==> src/rtl/core/dnsle_pkg.sv <==
// ----------------------------------------------------------------------------
// dnsle_pkg : shared types and constants for the DNS name label encoder
// Field widths, status codes and the command word that passes from the
// front part to the back part through the command queue.
// ----------------------------------------------------------------------------
package dnsle_pkg;

  localparam int CH_W   = 8;
  localparam int MOFF_W = 9;
  localparam int OFF_W  = 10;
  localparam int Q_W    = 16;
  localparam int ST_W   = 3;
  localparam int LEN_W  = 8;
  // wide enough to compare a sum against a message limit up to 2047
  localparam int SUM_W  = 11;

  localparam logic [CH_W-1:0]  DOT_CHAR = 8'h2E;
  localparam logic [LEN_W-1:0] LEN_SAT  = 8'hFF;

  typedef enum logic [ST_W-1:0] {
    ST_OK         = 3'd0,
    ST_LIMIT      = 3'd1,
    ST_NAME_LONG  = 3'd2,
    ST_EMPTY      = 3'd3,
    ST_LABEL_LONG = 3'd4
  } status_t;

  // what follows the optional byte write of one character
  typedef enum logic [1:0] {
    TAIL_NONE,
    TAIL_ERR,
    TAIL_OK
  } tail_t;

  // back part step numbers
  localparam logic [2:0] STEP_CHAR  = 3'd0;
  localparam logic [2:0] STEP_LABEL = 3'd1;
  localparam logic [2:0] STEP_TERM  = 3'd2;
  localparam logic [2:0] STEP_TH    = 3'd3;
  localparam logic [2:0] STEP_TL    = 3'd4;
  localparam logic [2:0] STEP_CH    = 3'd5;
  localparam logic [2:0] STEP_CL    = 3'd6;

  typedef struct packed {
    logic              has_wr;
    logic [OFF_W-1:0]  wr_off;
    logic [CH_W-1:0]   wr_byte;
    tail_t             tail;
    status_t           err;
    logic [OFF_W-1:0]  label_off;
    logic [LEN_W-1:0]  label_len;
    logic [OFF_W-1:0]  tail_base;
    logic [Q_W-1:0]    query_type;
    logic [Q_W-1:0]    query_class;
  } cmd_t;

endpackage

==> src/rtl/core/dnsle_if.sv <==
// ----------------------------------------------------------------------------
// dnsle_if : valid/ready channels of the DNS name label encoder
// Input channel carries one name character per word, output channel one
// addressed byte write or a status word.
// ----------------------------------------------------------------------------
interface dnsle_in_if;
  import dnsle_pkg::*;

  logic              valid;
  logic              ready;
  logic [CH_W-1:0]   ch;
  logic              end_of_name;
  logic [MOFF_W-1:0] msg_offset;
  logic [Q_W-1:0]    query_type;
  logic [Q_W-1:0]    query_class;

  modport source (output valid, ch, end_of_name, msg_offset, query_type, query_class,
                  input ready);
  modport sink (input valid, ch, end_of_name, msg_offset, query_type, query_class,
                output ready);
endinterface

interface dnsle_out_if;
  import dnsle_pkg::*;

  logic             valid;
  logic             ready;
  logic [OFF_W-1:0] wr_offset;
  logic [CH_W-1:0]  wr_byte;
  logic             wr_valid;
  logic             last;
  logic [ST_W-1:0]  status;
  logic [OFF_W-1:0] new_size;

  modport source (output valid, wr_offset, wr_byte, wr_valid, last, status, new_size,
                  input ready);
  modport sink (input valid, wr_offset, wr_byte, wr_valid, last, status, new_size,
                output ready);
endinterface

==> src/rtl/core/dnsle_front.sv <==
// ----------------------------------------------------------------------------
// dnsle_front : character classifier and name state
// Tracks position, label start and length, runs the limit and label checks,
// and makes one command word per accepted byte write or end of name.
// ----------------------------------------------------------------------------
module dnsle_front #(
  parameter int MAX_LABEL = 63,
  parameter int MAX_NAME  = 255,
  parameter int MSG_LIMIT = 512
) (
  input  logic           clk,
  input  logic           rst,
  input  logic           take,
  input  logic [7:0]     ch,
  input  logic           end_of_name,
  input  logic [8:0]     msg_offset,
  input  logic [15:0]    query_type,
  input  logic [15:0]    query_class,
  output logic           push,
  output dnsle_pkg::cmd_t cmd
);
  import dnsle_pkg::*;

  localparam int NPW = $clog2(MAX_NAME + 2);

  logic [OFF_W-1:0] base_offset, base_offset_next;
  logic [NPW-1:0]   name_pos, name_pos_next;
  logic [NPW-1:0]   label_start, label_start_next;
  logic [LEN_W-1:0] label_len, label_len_next;
  status_t          err_code, err_code_next;
  logic             in_name;

  logic [OFF_W-1:0] cur_base;
  logic [NPW-1:0]   cur_pos, cur_ls;
  logic [LEN_W-1:0] cur_len;
  status_t          cur_err;
  logic [SUM_W-1:0] pos_sum;
  logic [OFF_W-1:0] end_base;

  // classify the character against the name state
  always_comb begin
    cur_base = in_name ? base_offset : OFF_W'(msg_offset);
    cur_pos  = in_name ? name_pos : NPW'(1);
    cur_ls   = in_name ? label_start : '0;
    cur_len  = in_name ? label_len : '0;
    cur_err  = in_name ? err_code : ST_OK;
    pos_sum  = SUM_W'(cur_base) + SUM_W'(cur_pos);

    base_offset_next = cur_base;
    name_pos_next    = cur_pos;
    label_start_next = cur_ls;
    label_len_next   = cur_len;
    err_code_next    = cur_err;

    cmd          = '0;
    cmd.tail     = TAIL_NONE;
    cmd.err      = ST_OK;
    cmd.query_type  = query_type;
    cmd.query_class = query_class;

    if (cur_err == ST_OK) begin
      if (pos_sum >= SUM_W'(MSG_LIMIT)) begin
        err_code_next = ST_LIMIT;
      end else if (cur_pos > NPW'(MAX_NAME)) begin
        err_code_next = ST_NAME_LONG;
      end else if (ch != DOT_CHAR) begin
        if (cur_len != LEN_SAT) label_len_next = cur_len + 1'b1;
        cmd.has_wr    = 1'b1;
        cmd.wr_off    = pos_sum[OFF_W-1:0];
        cmd.wr_byte   = ch;
        name_pos_next = cur_pos + 1'b1;
      end else if (cur_len == '0) begin
        err_code_next = ST_EMPTY;
      end else if (cur_len > LEN_W'(MAX_LABEL)) begin
        err_code_next = ST_LABEL_LONG;
      end else begin
        // dot: length byte goes back to the label start
        cmd.has_wr       = 1'b1;
        cmd.wr_off       = cur_base + OFF_W'(cur_ls);
        cmd.wr_byte      = cur_len;
        label_start_next = cur_pos;
        name_pos_next    = cur_pos + 1'b1;
        label_len_next   = '0;
      end
    end

    // end of name: last label check and trailer
    end_base = base_offset_next + OFF_W'(name_pos_next);
    if (end_of_name) begin
      if (err_code_next == ST_OK) begin
        if (label_len_next == '0) err_code_next = ST_EMPTY;
        else if (label_len_next > LEN_W'(MAX_LABEL)) err_code_next = ST_LABEL_LONG;
      end
      cmd.tail      = (err_code_next == ST_OK) ? TAIL_OK : TAIL_ERR;
      cmd.err       = err_code_next;
      cmd.label_off = base_offset_next + OFF_W'(label_start_next);
      cmd.label_len = label_len_next;
      cmd.tail_base = end_base;
    end
  end

  assign push = take && (cmd.has_wr || end_of_name);

  // name state
  always_ff @(posedge clk) begin
    if (rst) begin
      base_offset <= '0;
      name_pos    <= NPW'(1);
      label_start <= '0;
      label_len   <= '0;
      err_code    <= ST_OK;
      in_name     <= 1'b0;
    end else if (take) begin
      if (end_of_name) begin
        in_name     <= 1'b0;
        name_pos    <= NPW'(1);
        label_start <= '0;
        label_len   <= '0;
        err_code    <= ST_OK;
      end else begin
        in_name     <= 1'b1;
        base_offset <= base_offset_next;
        name_pos    <= name_pos_next;
        label_start <= label_start_next;
        label_len   <= label_len_next;
        err_code    <= err_code_next;
      end
    end
  end

endmodule

==> src/rtl/core/dnsle_queue.sv <==
// ----------------------------------------------------------------------------
// dnsle_queue : short command queue
// Register FIFO between the front and back parts.
// ----------------------------------------------------------------------------
module dnsle_queue #(
  parameter int DEPTH = 4
) (
  input  logic            clk,
  input  logic            rst,
  input  logic            push,
  input  dnsle_pkg::cmd_t push_cmd,
  input  logic            pop,
  output dnsle_pkg::cmd_t head,
  output logic            full,
  output logic            empty
);
  import dnsle_pkg::*;

  localparam int PW = (DEPTH > 1) ? $clog2(DEPTH) : 1;
  localparam int CW = $clog2(DEPTH + 1);

  cmd_t          slots [DEPTH];
  logic [PW-1:0] wr_ptr, rd_ptr;
  logic [CW-1:0] count;
  logic          do_push, do_pop;

  assign full    = (count == CW'(DEPTH));
  assign empty   = (count == '0);
  assign do_push = push && !full;
  assign do_pop  = pop && !empty;
  assign head    = slots[rd_ptr];

  // pointers and fill level
  always_ff @(posedge clk) begin
    if (rst) begin
      wr_ptr <= '0;
      rd_ptr <= '0;
      count  <= '0;
    end else begin
      if (do_push) wr_ptr <= (wr_ptr == PW'(DEPTH - 1)) ? '0 : wr_ptr + 1'b1;
      if (do_pop)  rd_ptr <= (rd_ptr == PW'(DEPTH - 1)) ? '0 : rd_ptr + 1'b1;
      count <= count + CW'(do_push) - CW'(do_pop);
    end
  end

  // storage
  always_ff @(posedge clk) begin
    if (do_push) slots[wr_ptr] <= push_cmd;
  end

endmodule

==> src/rtl/core/dnsle_back.sv <==
// ----------------------------------------------------------------------------
// dnsle_back : result sequencer
// Expands the head command into one to seven output words, one per cycle while
// the output is accepted, into a registered output stage.
// ----------------------------------------------------------------------------
module dnsle_back (
  input  logic            clk,
  input  logic            rst,
  input  dnsle_pkg::cmd_t head,
  input  logic            empty,
  output logic            pop,
  dnsle_out_if.source     out_ch
);
  import dnsle_pkg::*;

  logic [2:0]       step;
  logic [2:0]       cur_step;
  logic [2:0]       final_step;
  logic             load;
  logic             out_valid;
  logic [OFF_W-1:0] r_off;
  logic [CH_W-1:0]  r_byte;
  logic             r_wr, r_last;
  status_t          r_status;
  logic [OFF_W-1:0] r_size;
  logic [OFF_W-1:0] o_off;
  logic [CH_W-1:0]  o_byte;
  logic             o_wr, o_last;
  status_t          o_status;
  logic [OFF_W-1:0] o_size;

  assign load = !out_valid || out_ch.ready;

  // pick the word for the current step
  always_comb begin
    cur_step = (step == STEP_CHAR && !head.has_wr) ? STEP_LABEL : step;
    case (head.tail)
      TAIL_OK:  final_step = STEP_CL;
      TAIL_ERR: final_step = STEP_LABEL;
      default:  final_step = STEP_CHAR;
    endcase

    r_off    = '0;
    r_byte   = '0;
    r_wr     = 1'b1;
    r_last   = 1'b0;
    r_status = ST_OK;
    r_size   = '0;
    case (cur_step)
      STEP_CHAR: begin
        r_off  = head.wr_off;
        r_byte = head.wr_byte;
      end
      STEP_LABEL: begin
        if (head.tail == TAIL_ERR) begin
          r_wr     = 1'b0;
          r_last   = 1'b1;
          r_status = head.err;
        end else begin
          r_off  = head.label_off;
          r_byte = head.label_len;
        end
      end
      STEP_TERM: r_off = head.tail_base;
      STEP_TH: begin
        r_off  = head.tail_base + OFF_W'(1);
        r_byte = head.query_type[15:8];
      end
      STEP_TL: begin
        r_off  = head.tail_base + OFF_W'(2);
        r_byte = head.query_type[7:0];
      end
      STEP_CH: begin
        r_off  = head.tail_base + OFF_W'(3);
        r_byte = head.query_class[15:8];
      end
      STEP_CL: begin
        r_off  = head.tail_base + OFF_W'(4);
        r_byte = head.query_class[7:0];
        r_last = 1'b1;
        r_size = head.tail_base + OFF_W'(5);
      end
      default: r_wr = 1'b0;
    endcase
  end

  assign pop = load && !empty && (cur_step == final_step);

  // step counter
  always_ff @(posedge clk) begin
    if (rst) begin
      step      <= STEP_CHAR;
      out_valid <= 1'b0;
    end else if (load) begin
      out_valid <= !empty;
      if (!empty) step <= (cur_step == final_step) ? STEP_CHAR : cur_step + 1'b1;
    end
  end

  // output word register
  always_ff @(posedge clk) begin
    if (load && !empty) begin
      o_off    <= r_off;
      o_byte   <= r_byte;
      o_wr     <= r_wr;
      o_last   <= r_last;
      o_status <= r_status;
      o_size   <= r_size;
    end
  end

  assign out_ch.valid     = out_valid;
  assign out_ch.wr_offset = o_off;
  assign out_ch.wr_byte   = o_byte;
  assign out_ch.wr_valid  = o_wr;
  assign out_ch.last      = o_last;
  assign out_ch.status    = o_status;
  assign out_ch.new_size  = o_size;

`ifndef SYNTHESIS
  a_step_range : assert property (@(posedge clk) disable iff (rst)
    step <= STEP_CL) else $error("step counter out of range");
  a_mid_cmd : assert property (@(posedge clk) disable iff (rst)
    step != STEP_CHAR |-> !empty) else $error("step running with no command");
  a_err_nowrite : assert property (@(posedge clk) disable iff (rst)
    out_valid && o_last && o_status != ST_OK |-> !o_wr)
    else $error("error word carries a write");
  a_ok_size : assert property (@(posedge clk) disable iff (rst)
    out_valid && o_last && o_status == ST_OK |-> o_wr && o_size == o_off + OFF_W'(1))
    else $error("final size does not follow last write");
`endif

endmodule

==> src/rtl/core/dns_name_label_encoder_unit.sv <==
// ----------------------------------------------------------------------------
// dns_name_label_encoder_unit : DNS question name encoder, top level
// Turns a dotted name, one character per word, into addressed byte writes
// in label form followed by type, class, status and new message size.
// ----------------------------------------------------------------------------
//  channel  dir  word
//  in_ch    in   ch, end_of_name, msg_offset, query_type, query_class
//  out_ch   out  wr_offset, wr_byte, wr_valid, last, status, new_size
//
// One character is taken per cycle while the command queue has room.
// The back sequencer sends one word per cycle unless out_ch stalls: one for a
// character, up to seven for the final one, so the name tail sets the rate.
// Each character passes through the command queue and then the output register.
// Synchronous reset clears the name state, the queue and the output stage.
// ----------------------------------------------------------------------------
module dns_name_label_encoder_unit #(
  parameter int MAX_LABEL = 63,
  parameter int MAX_NAME  = 255,
  parameter int MSG_LIMIT = 512,
  parameter int Q_DEPTH   = 4
) (
  input  logic        clk,
  input  logic        rst,
  dnsle_in_if.sink    in_ch,
  dnsle_out_if.source out_ch
);
  import dnsle_pkg::*;

  cmd_t front_cmd, head_cmd;
  logic push, pop, full, empty, take;

  assign in_ch.ready = !full;
  assign take        = in_ch.valid && !full;

  dnsle_front #(
    .MAX_LABEL (MAX_LABEL),
    .MAX_NAME  (MAX_NAME),
    .MSG_LIMIT (MSG_LIMIT)
  ) u_front (
    .clk         (clk),
    .rst         (rst),
    .take        (take),
    .ch          (in_ch.ch),
    .end_of_name (in_ch.end_of_name),
    .msg_offset  (in_ch.msg_offset),
    .query_type  (in_ch.query_type),
    .query_class (in_ch.query_class),
    .push        (push),
    .cmd         (front_cmd)
  );

  dnsle_queue #(
    .DEPTH (Q_DEPTH)
  ) u_queue (
    .clk      (clk),
    .rst      (rst),
    .push     (push),
    .push_cmd (front_cmd),
    .pop      (pop),
    .head     (head_cmd),
    .full     (full),
    .empty    (empty)
  );

  dnsle_back u_back (
    .clk    (clk),
    .rst    (rst),
    .head   (head_cmd),
    .empty  (empty),
    .pop    (pop),
    .out_ch (out_ch)
  );

endmodule

==> src/flat_wrapper.sv <==
// flat-port wrapper written by rule: the top's interface ports become plain ports
module dns_name_label_encoder_unit_flat import dnsle_pkg::*;
#(
  parameter int MAX_LABEL = 63,
  parameter int MAX_NAME  = 255,
  parameter int MSG_LIMIT = 512,
  parameter int Q_DEPTH   = 4
)
  (clk, rst, in_ch_valid, in_ch_ch, in_ch_end_of_name, in_ch_msg_offset, in_ch_query_type, in_ch_query_class, in_ch_ready, out_ch_valid, out_ch_wr_offset, out_ch_wr_byte, out_ch_wr_valid, out_ch_last, out_ch_status, out_ch_new_size, out_ch_ready);
  dnsle_in_if in_ch_i ();
  dnsle_out_if out_ch_i ();
  input  logic clk;
  input  logic rst;
  input wire logic [$bits(in_ch_i.valid)-1:0] in_ch_valid;
  input wire logic [$bits(in_ch_i.ch)-1:0] in_ch_ch;
  input wire logic [$bits(in_ch_i.end_of_name)-1:0] in_ch_end_of_name;
  input wire logic [$bits(in_ch_i.msg_offset)-1:0] in_ch_msg_offset;
  input wire logic [$bits(in_ch_i.query_type)-1:0] in_ch_query_type;
  input wire logic [$bits(in_ch_i.query_class)-1:0] in_ch_query_class;
  output wire logic [$bits(in_ch_i.ready)-1:0] in_ch_ready;
  output wire logic [$bits(out_ch_i.valid)-1:0] out_ch_valid;
  output wire logic [$bits(out_ch_i.wr_offset)-1:0] out_ch_wr_offset;
  output wire logic [$bits(out_ch_i.wr_byte)-1:0] out_ch_wr_byte;
  output wire logic [$bits(out_ch_i.wr_valid)-1:0] out_ch_wr_valid;
  output wire logic [$bits(out_ch_i.last)-1:0] out_ch_last;
  output wire logic [$bits(out_ch_i.status)-1:0] out_ch_status;
  output wire logic [$bits(out_ch_i.new_size)-1:0] out_ch_new_size;
  input wire logic [$bits(out_ch_i.ready)-1:0] out_ch_ready;
  assign in_ch_i.valid = in_ch_valid;
  assign in_ch_i.ch = in_ch_ch;
  assign in_ch_i.end_of_name = in_ch_end_of_name;
  assign in_ch_i.msg_offset = in_ch_msg_offset;
  assign in_ch_i.query_type = in_ch_query_type;
  assign in_ch_i.query_class = in_ch_query_class;
  assign in_ch_ready = in_ch_i.ready;
  assign out_ch_valid = out_ch_i.valid;
  assign out_ch_wr_offset = out_ch_i.wr_offset;
  assign out_ch_wr_byte = out_ch_i.wr_byte;
  assign out_ch_wr_valid = out_ch_i.wr_valid;
  assign out_ch_last = out_ch_i.last;
  assign out_ch_status = out_ch_i.status;
  assign out_ch_new_size = out_ch_i.new_size;
  assign out_ch_i.ready = out_ch_ready;
  dns_name_label_encoder_unit #(.MAX_LABEL(MAX_LABEL), .MAX_NAME(MAX_NAME), .MSG_LIMIT(MSG_LIMIT), .Q_DEPTH(Q_DEPTH)) u_core (.clk(clk), .rst(rst), .in_ch(in_ch_i), .out_ch(out_ch_i));
endmodule
==> config.mk <==
export PLATFORM = sky130hd
export DESIGN_NAME = dns_name_label_encoder_unit_flat
export DESIGN_NICKNAME = d
export VERILOG_FILES = /design/src/rtl/core/dnsle_pkg.sv /design/src/rtl/core/dnsle_if.sv /design/src/rtl/core/dnsle_front.sv /design/src/rtl/core/dnsle_queue.sv /design/src/rtl/core/dnsle_back.sv /design/src/rtl/core/dns_name_label_encoder_unit.sv /design/src/flat_wrapper.sv
export SDC_FILE = /design/constraint.sdc
export NUM_CORES = 1
export LEC_CHECK = 0
export BUFFER_PORTS_ARGS = -buffer_cell sky130_fd_sc_hd__buf_2
export CELL_PAD_IN_SITES_DETAIL_PLACEMENT = 2
export CELL_PAD_IN_SITES_GLOBAL_PLACEMENT = 2
export CORE_MARGIN = 10
export CORE_UTILIZATION = 41
export CTS_CLUSTER_SIZE = 24
export DETAILED_ROUTE_END_ITERATION = 6
export PLACE_DENSITY = 0.88
export SLEW_MARGIN = 20
export SYNTH_ARGS = -nofsm -noshare
export SYNTH_HDL_FRONTEND = slang
export SYNTH_SLANG_ARGS = --single-unit
==> constraint.sdc <==
create_clock -name clk -period 6.1 [get_ports clk]
set_clock_uncertainty 0.05 [all_clocks]
set_input_delay 0 -clock clk [delete_from_list [all_inputs] [get_ports clk]]
set_output_delay 0 -clock clk [all_outputs]
set_load 0.005 [all_outputs]
==> Yosys cells after proc, flatten, opt, wreduce, memory -nomap -nowiden <==
Memory sizes are Yosys's and may differ from the RTL's. A register that Yosys moved wholly into a read port is not among the register bits.
Cells that the tools add are included.
{ "totals": {"register_bits": 84, "mem_bits_rw": 336, "input_bits": 54, "out_inout_bits": 35, "word_cells": 143, "mem_count": 1} }
{ "memory_table": {"columns": ["name", "depth", "width", "read_ports", "rd_ports_with_merged_regs", "write_ports", "line_no", "text"], "rows": [
  ["u_core.u_queue.slots", 4, 84, 1, 1, 1, "dnsle_queue.sv:22", "cmd_t slots [DEPTH];"]
]} }
{ "op_classes": {"n_addsub": 16, "n_lt_le_gt_ge": 4, "eq_ne": 14, "mux": 64, "bitwise": 2, "reduce_logical": 25} }
{ "op_table": {"columns": ["cell", "n"], "rows": [
  ["$mux W9", 16],
  ["$mux W19", 6],
  ["$mux W8", 10],
  ["$pmux W10 S7", 1],
  ["$pmux W8 S6", 1],
  ["$mux W3", 14],
  ["$mux W33", 1],
  ["$add A10 B9 Y10", 3],
  ["$add A10 B2 Y10 const B", 2],
  ["$add A10 B3 Y10 const B", 2],
  ["$mux W10", 2],
  ["$logic_not A3 Y1", 6],
  ["$gt A8 B6 Y1 const B", 2],
  ["$logic_not A8 Y1", 2],
  ["$eq A3 B3 Y1 const B", 4],
  ["$add A10 B9 Y11", 1],
  ["$ge A11 B10 Y1 const B", 1],
  ["$add A10 B1 Y10 const B", 1],
  ["$mux W2", 5],
  ["$add A9 B1 Y9 const B", 1],
  ["$gt A9 B8 Y1 const B", 1],
  ["$add A8 B1 Y8 const B", 1],
  ["$ne A8 B6 Y1 const B", 1],
  ["$ne A8 B8 Y1 const B", 1],
  ["18 further kinds", 40]
]} }

==> Longest topological paths before layout <==
Gate-level depths: netlist (run 1).
{ "depth": {"ltp_word": 16, "mapped_depth": 26, "mapped_depth_nobuf": 21} }

==> Hierarchy <==
Synthesis (run 1) repeated with hierarchy kept, for this count alone.
{ "hier_totals": {"hier_cells": 1408, "area_unflattened_um2": 20063.0} }
{ "modules_own_cells": {"columns": ["module", "n_inst", "cells_each", "area_per_inst_um2", "seq_area_each_um2"], "rows": [
  ["dnsle_queue", 1, 489, 12597.1, 10269.8],
  ["dnsle_front", 1, 645, 4849.7, 800.8],
  ["dnsle_back", 1, 272, 2606.2, 1071.0],
  ["dns_name_label_encoder_unit", 1, 2, 10.0, 0.0]
]} }

==> Worst setup path after synthesis (run 1) <==
Ideal clock, no wire load.
{ "synth_path": {"path_type": "register to register", "startpoint": "reg u_core.u_front.in_name", "endpoint": "mem u_core.u_queue.slots[1][0] in the netlist's numbering (enable)", "setup_ns": 0.452, "arrival_time_ns": 6.102, "t_required_ns": 5.598, "slack_ns": -0.504, "stages_incl_launch_ff": 16, "path_buffers": 6, "period_less_slack_ns": 6.604, "path_cell_list": "dfxtp_1 -> buf_4 -> clkbuf_1 -> clkbuf_1 -> clkbuf_1 -> buf_1 -> mux2_2 -> ha_1 -> nand4_1 -> or4b_1 -> o311a_4 -> mux2i_2 -> or3_1 -> buf_6 -> a21oi_2 -> and2_1"} }
{ "synth_between": {"word_cells_on_any_way": 21, "classes_between": "add/sub: 1; order compare: 3; mux: 12; reduce/logical: 5"} }
{ "synth_rtl": {"columns": ["element", "line_no", "text"], "rows": [
  ["from (decl)", "dnsle_front.sv:31", "logic in_name;"],
  ["from (signal assigned)", "dnsle_front.sv:112", "in_name <= 1'b0;"],
  ["from (signal assigned)", "dnsle_front.sv:115", "in_name <= 1'b0;"],
  ["from (signal assigned)", "dnsle_front.sv:121", "in_name <= 1'b1;"],
  ["$mux W10", "dnsle_front.sv:42", "cur_base = in_name ? base_offset : OFF_W'(msg_offset);"],
  ["named net u_core.u_front.base_offset_next[7]", "dnsle_front.sv:26", "logic [OFF_W-1:0] base_offset, base_offset_next;"],
  ["$add A10 B9 Y11", "dnsle_front.sv:47", "pos_sum = SUM_W'(cur_base) + SUM_W'(cur_pos);"],
  ["$ge A11 B10 Y1", "dnsle_front.sv:62", "if (pos_sum >= SUM_W'(MSG_LIMIT)) begin"],
  ["$mux W19", "dnsle_front.sv:62", null],
  ["$mux W19", "dnsle_front.sv:61", "if (cur_err == ST_OK) begin"],
  ["$logic_or A1 B1 Y1", "dnsle_front.sv:102", "assign push = take && (cmd.has_wr || end_of_name);"],
  ["$logic_and A1 B1 Y1", "dnsle_front.sv:102", null],
  ["$logic_and A1 B1 Y1", "dnsle_queue.sv:29", "assign do_push = push && !full;"],
  ["$mux W1", "dnsle_queue.sv:48", "if (do_push) slots[wr_ptr] <= push_cmd;"],
  ["$mux W1 (implied by the code)", "dnsle_queue.sv:48", null],
  ["to (decl)", "dnsle_queue.sv:22", null]
]} }
The timed path passes the listed nets, and every way through them passes these cells.

==> flow_metrics.tcl, run 1 <==
set metrics [dict create \
    critPathKind "flop to flop" \
    synth_nets 1450 \
    leakage_nw 7.96 \
    power.total_w 0.00934 \
    synthSimpleGateAreaFrac 0.0882 \
    viasPerCell 6.16 \
    relSlewSlack 0.259 \
    critPathRequiredTime_ps 6420 \
    clock_sinks 422 \
    nets 1596 \
    antenna_found_initial 0 \
    synth.distinct_cells 80 \
    vias 13100 \
    place.gp.congestion 0.904 \
    layout_common_cells "369 x edfxtp_1, 111 x nand2_1, 92 x nor2_1, 87 x buf_2, 84 x mux4_2" \
    syn-instance-count 1334 \
    met1_usage 0.298 \
    min_period_over_period 0.957 \
    clockRootBuffer "clkbuf_16" \
    r2r_start "u_core.u_front.in_name" \
    rsz0062_at_grt "no" \
    end_kind "flop" \
    antenna_left 0 \
    synth_edf_count 369 \
    rows 79 \
    final_core_util 0.485 \
    syn-mean-instance-area_sq_um 14.4 \
    period_needed_ps 5840 \
    fmax_mhz 171 \
    ys_ff_latch 422 \
    track_usage 0.242 \
    hold_viol 0 \
    dpl-instance-area_sq_mm 0.0205 \
    design_area_sq_mm 0.0226 \
    fin_ws_ps 261 \
    start_util 0.414 \
    use_met3 0.0353 \
    grt_pass1_wl_um 101000 \
    setup_tns_ps 0 \
    cp-start-kind "flop" \
    dp_hpwl_um 46400 \
    clk_pin_slew_ps 60 \
    cp_data_arrival_time_ps 6160 \
    first_global_vias 14200 \
    die_w_um 237 \
    hold_path_class "primary input to flop" \
    use_met2 0.422 \
    grt-busiest-layer "met2" \
    initialDrtViolationCount 1315 \
    first_pass_iters 5 \
    worst_pin_slew_ps 1100 \
    gr-total-overflow 0 \
    irDropWorstVdd_uv 464 \
    ioPinCount 89 \
    num_antenna_cells 0 \
    synth-adder-area-share 0.0427 \
    die_area_sq_mm 0.0561 \
    ff2ff_setup_slack_ps 260 \
    worstReg2RegEnd "u_core.u_queue.slots[2][40]" \
    wl_um 69400 \
    setup_viol 0 \
    tritoncts "done" \
    cts_inserted_buffers 48 \
    synth_xor_area_frac 0.0155 \
    maxCapViolCount 0 \
    clk_latency_ps 610 \
    syn_to_final_growth_pct 17.2 \
    min_to "u_core.u_queue.slots[0][66]" \
    grt_max_degree 60 \
    cp_max_fo 21 \
    drive_gt1_frac 0.205 \
    cts.path.max_buffers 3 \
    dp_slack_ps 99.8 \
    htreeDepth 2 \
    syn_area_sq_mm 0.0193 \
    async_reset_ff_frac 0 \
    drc 0 \
    synth_top_family_by_area "multiplexers" \
    yosysSeqAreaShare 0.630 \
    layout_commonest_cell "edfxtp_1" \
    power.density_mw_per_mm2 414 \
    synth_flop_cell "edfxtp_1" \
    fp.dieH_um 237 \
    synth.area.mux_share 0.117 \
    rr_worst_depth 19 \
    port_buffers 88 \
    holdPathStages 3 \
    core_sq_mm 0.0466 \
    wl_per_cell_um 32.6 \
    crit_start "u_core.u_front.in_name" \
    drv_slew 0 \
    status "completed" \
    hold_start "in_ch_ch[1]" \
    synth_compound_area_frac 0.0847 \
    yosysWarnings 0 \
]
==> power by group <==
group / internal, W / switching [W] / total, W
clock: 0.00164 / 0.00127 / 0.00291
combinational: 0.000954 / 0.00159 / 0.00254
sequential: 0.00363 / 0.000263 / 0.00389
==> cells in the mapped netlist (3+ instances only) <==
master     number  share of area
or3_1           7         0.0023
and2_1         33          0.011
a31oi_1        16         0.0052
nand2b_1        4         0.0013
xnor2_1        24          0.011
or4_1           3         0.0012
nand2_1       111          0.022
nand3_1        11         0.0029
a21o_1         16         0.0062
a2bb2oi_1       6         0.0027
nand4_1         9         0.0029
o21ai_1         3        0.00078
xor2_1         10         0.0045
ha_1           57          0.037
nor3b_1         9         0.0035
mux4_2         84          0.098
and4_1          3         0.0014
dfxtp_1        53          0.055
edfxtp_1      369           0.57
clkbuf_1       45         0.0088
inv_1          38         0.0074
a221o_1         6         0.0031
nor3_1         23         0.0060
a22oi_1        43          0.017
o2111ai_1       7         0.0032
a211oi_1        4         0.0016
a221oi_1        4         0.0018
mux2_2         16         0.0093
fa_1            5         0.0052
a21boi_0        4         0.0016
and3_1         11         0.0036
nor2b_1        18         0.0058
buf_1          11         0.0021
or4b_1          3         0.0016
a21oi_1        58          0.015
mux2i_1        15         0.0078
nor2_1         93          0.018
o21ai_0        41          0.011
o21a_1          7         0.0027
buf_2           6         0.0016
==> state kept, by name, summed over array words and instances (netlist names), 2 cells and up, named ones only <==
signal                          cells
u_core.u_queue.slots              336
u_core.u_front.label_len            8
u_core.u_front.label_start          9
u_core.u_front.name_pos             9
u_core.u_back.step                  3
u_core.u_back.out_ch.new_size      10
u_core.u_queue.rd_ptr               2
u_core.u_queue.wr_ptr               2
u_core.u_back.out_ch.status         3
u_core.u_back.out_ch.wr_byte        8
u_core.u_queue.count                3
u_core.u_back.out_ch.wr_offset     10
u_core.u_front.err_code             3
u_core.u_front.base_offset         10
==> layer usage <==
metal	vias to the layer above	wire, um
li1	5461	-
met5	-	0
met2	604	35400
met4	0	2580
met3	135	3970
met1	6893	27400
==> cells by family (layout without fill, tap and decap cells) <==
logic type                 Yosys count  count (layout)
adders and majority gates           63              63
xor gates and xnor gates            34              34
AOI/OAI and AO/OA                  242             242
buffers and inverters              106             290
DFF                                422             422
and+or+nand+nor                    350             350
muxes                              117             117
==> area by class of cell <==
type,instances,area (sq um)
Multi-Input combinational cell,806,6790
Inverter,40,155
Clock buffer,63,1300
Clock inverter,25,245
Sequential cell,422,12200
Fill cell,4345,24000
Tap cell,607,759
Timing Repair Buffer,162,1180
==> worst max-delay path: stages (launching register included) <==
cell     delay [ps]
dfxtp_4         510
mux2_2          430
ha_1            410
nand4_1         180
or4b_1          520
o311a_4         180
mux2i_4         250
or3_4           500
xnor2_2         240
ha_1            210
inv_1            70
fa_1            400
nor2b_1         160
o21ai_0         160
a21oi_1         290
o21ai_0         180
a21oi_1         290
o21ai_1         140
nor3b_1         180
nor3_2          280
==> repair_timing <==
| item | CTS | global route |
|---|---|---|
| endpoints found under the setup margin | 4 | 20 |
| setup buffers | 0 | 0 |
| endpoints found under the hold margin | 175 | 46 |
| pin swaps | 0 | 1 |
| resized for setup | 3 | 10 |
| hold buffers | 49 | 1 |
==> through the flow <==
| step | hold slack (ps) | std cells |
|---|---|---|
| finish | 63.8 | 2125 |
| global route | 91.6 | 2125 |
| CTS | 26.5 | 2124 |
| detailed placement | 179 | 1987 |
| global placement | 161 | 1987 |
| floorplan | 48.9 | 1334 |
==> worst max path at each step <==
| stage | end | slack, ps | cells after the start |
|---|---|---|---|
| 2_1_floorplan | u_core.u_queue.slots[0][58] | 20 | 24 |
| 3_3_place_gp | u_core.u_queue.slots[0][40] | 630 | 19 |
| 3_5_place_dp | u_core.u_queue.slots[2][40] | 100 | 22 |
| 4_1_cts | u_core.u_queue.slots[2][40] | 7 | 20 |
| 5_1_grt | u_core.u_queue.slots[3][40] | 20 | 19 |
| 6_report | u_core.u_queue.slots[2][40] | 260 | 19 |
No activity file was read; power rests on OpenSTA's default activity.
==> run 2, diff against run 1 <==
--- a/config.mk
+++ b/config.mk
@@ -6,13 +6,13 @@
 export NUM_CORES = 1
 export LEC_CHECK = 0
 export BUFFER_PORTS_ARGS = -buffer_cell sky130_fd_sc_hd__buf_2
-export CELL_PAD_IN_SITES_DETAIL_PLACEMENT = 2
-export CELL_PAD_IN_SITES_GLOBAL_PLACEMENT = 2
+export CELL_PAD_IN_SITES_DETAIL_PLACEMENT = 1
+export CELL_PAD_IN_SITES_GLOBAL_PLACEMENT = 1
 export CORE_MARGIN = 10
-export CORE_UTILIZATION = 41
+export CORE_UTILIZATION = 47
 export CTS_CLUSTER_SIZE = 24
 export DETAILED_ROUTE_END_ITERATION = 6
-export PLACE_DENSITY = 0.88
+export PLACE_DENSITY = 0.87
 export SLEW_MARGIN = 20
 export SYNTH_ARGS = -nofsm -noshare
 export SYNTH_HDL_FRONTEND = slang
==> run 2 against run 1 <==
Sequential share of layout area rose by 0.76 points. First-iteration DRC count rose by 7.0%. Fmax rose by 0.99%. Largest cell class unchanged. Via count fell by 2.9%. Die area fell by 12%. Clock-buffer cell count fell by 12. Sequential power fell by 2%. Core utilization rose by 6.3 points. Clock power fell by 11%. Wire length fell by 16%. Flip-flop and latch count did not move. Critical path depth did not move.
==> flow_metrics.tcl, run 2 (same netlist as run 1, synthesis figures left out) <==
set metrics [dict create \
    nets 1592 \
    hold_viol 0 \
    cp_data_arrival_time_ps 6010 \
    place.gp.congestion 0.924 \
    highest_layer "met4" \
    irDropWorstVdd_uv 377 \
    cpPeakStageDelay_ps 580 \
    cts.path.max_buffers 3 \
    die_area_sq_mm 0.0495 \
    drc 0 \
    cp_max_fo 31 \
    ff_latch_area_sq_mm 0.0122 \
    track_usage 0.233 \
    whs_ps 4.84 \
    worst_pin_slew_ps 991 \
    largest_reg_flops 336 \
    crit_chain "mux2_2 -> ha_1 -> nand4_1 -> or4b_1 -> o311a_4 -> mux2i_4 -> or3_4 -> xnor2_1 -> ha_1 -> inv_1 -> fa_1 -> nor2b_1 -> o21ai_0 -> a21oi_1 -> o21ai_0 -> a21oi_1 -> o21ai_0 -> a21boi_0 -> nor3_2" \
    viasPerCell 6.23 \
    grt_pass1_wl_um 88100 \
    rr_worst_depth 19 \
    fill_cells 3919 \
    rows 74 \
    end_kind "flop" \
    htreeDepth 2 \
    tritoncts "done" \
    regMostFlops "u_core.u_queue.slots" \
    vias 12700 \
    layout_common_cells "369 x edfxtp_1, 111 x nand2_1, 92 x nor2_1, 87 x buf_2, 84 x mux4_2" \
    num_antenna_cells 0 \
    setup_tns_ps 0 \
    critPathKind "flop to flop" \
    relSlewSlack 0.336 \
    rsz0062_at_grt "no" \
    clockRootBuffer "clkbuf_16" \
    dp_hpwl_um 37000 \
    min_period_over_period 0.948 \
    fp.dieH_um 222 \
    routed-wl-met2_um 28800 \
    hold_path_class "primary input to flop" \
    antenna_left 0 \
    cp_slowest_cell "dfxtp_4" \
    wl_met1_um 23800 \
    cp_common_cell "o21ai_0" \
    syn_to_final_growth_pct 15.5 \
    gr-total-overflow 0 \
    port_buffers 88 \
    antenna_found_initial 0 \
    power.total_w 0.00883 \
    cp-start-kind "flop" \
    status "completed" \
    power.density_mw_per_mm2 397 \
    ioPinCount 89 \
    layout_commonest_cell "edfxtp_1" \
    die_w_um 222 \
    start_util 0.474 \
    wl_um 58500 \
    setup_viol 0 \
    fmax_mhz 173 \
    multiInputGateArea_sq_mm 0.00677 \
    period_needed_ps 5780 \
    clk_pin_slew_ps 70 \
    first_pass_iters 6 \
    maxCapViolCount 0 \
    holdPathStages 3 \
    drv_slew 0 \
    critPathRequiredTime_ps 6330 \
    wl_per_cell_um 28.7 \
    core_sq_mm 0.0406 \
    met3WireLength_um 4020 \
    drive_gt1_frac 0.200 \
    leakage_nw 7.86 \
    clock_sinks 422 \
    initialDrtViolationCount 1407 \
    cts_inserted_buffers 43 \
    clk_latency_ps 570 \
    post-cts-setup-buffers 0 \
    first_global_vias 13300 \
    grt_max_degree 52 \
]
## run 2: cell count changes in the layout (fill, tap and decap cells not counted), sizes merged
cell,before,now
buf,112,113
clkbuf,63,51
clkinv,20,21
clkinvlp,1,2
## run 2: power by group
part / internal (W) / switching (W)
combinational: 0.000943 / 0.00147
sequential: 0.00362 / 0.000201
clock: 0.00143 / 0.00116
total: 0.00600 / 0.00284
## run 2: through the flow
stage                     instances  worst slack, ps  utilization  area (sq um)
final                          2041              318        0.548         22300
after global placement         1913              443        0.501         20400
after global routing           2041             17.6        0.548         22300
after detailed placement       1913             21.2        0.501         20400
after floorplan                1334             15.4            -         19300
after CTS                      2040              129        0.546         22200
## run 2: what timing repair did
item                       4_1_cts  5_1_grt
pin swaps                        0        1
setup endpoints to repair        4       16
hold buffers                    49        1
hold endpoints to repair       169       37
resized for setup                1        6
## run 2: path summary, 6_finish.rpt
path	startpoint	slack [ps]	endpoint
worst max-delay path	u_core.u_front.in_name	320	u_core.u_queue.slots[1][40]
worst min register to register	u_core.u_front.base_offset[7]	400	u_core.u_front.base_offset[7]
worst min-delay path	in_ch_msg_offset[1]	5	u_core.u_front.base_offset[1]
worst max register to register	u_core.u_front.in_name	320	u_core.u_queue.slots[1][40]
## run 2: area by class of cell
| class | instances | area share |
|---|---|---|
| sequential | 422 | 0.546 |
| inverter | 40 | 0.00697 |
| clock inverter | 27 | 0.0103 |
| clock buffer | 51 | 0.0497 |
| timing repair buffer | 163 | 0.0530 |
| tap | 532 | 0.0299 |
| multi-input combinational | 806 | 0.304 |
## run 2: worst max-delay path, delay by kind of cell, from the launching register on
kind | cells | cell delay (ps)
AND/OR/NAND/NOR | 5 | 1470
AO/OA/AOI/OAI | 7 | 1300
adder cells (fa/ha/maj) | 3 | 1040
multiplexers | 2 | 680
flip-flops | 1 | 580
XOR/XNOR | 1 | 250
buffers and inverters | 1 | 70
## run 2: per-layer routing
metal	GRT usage	vias up
met5	0	-
met4	0.0793	0
met3	0.0345	115
met2	0.388	624
met1	0.307	6511
li1	-	5458
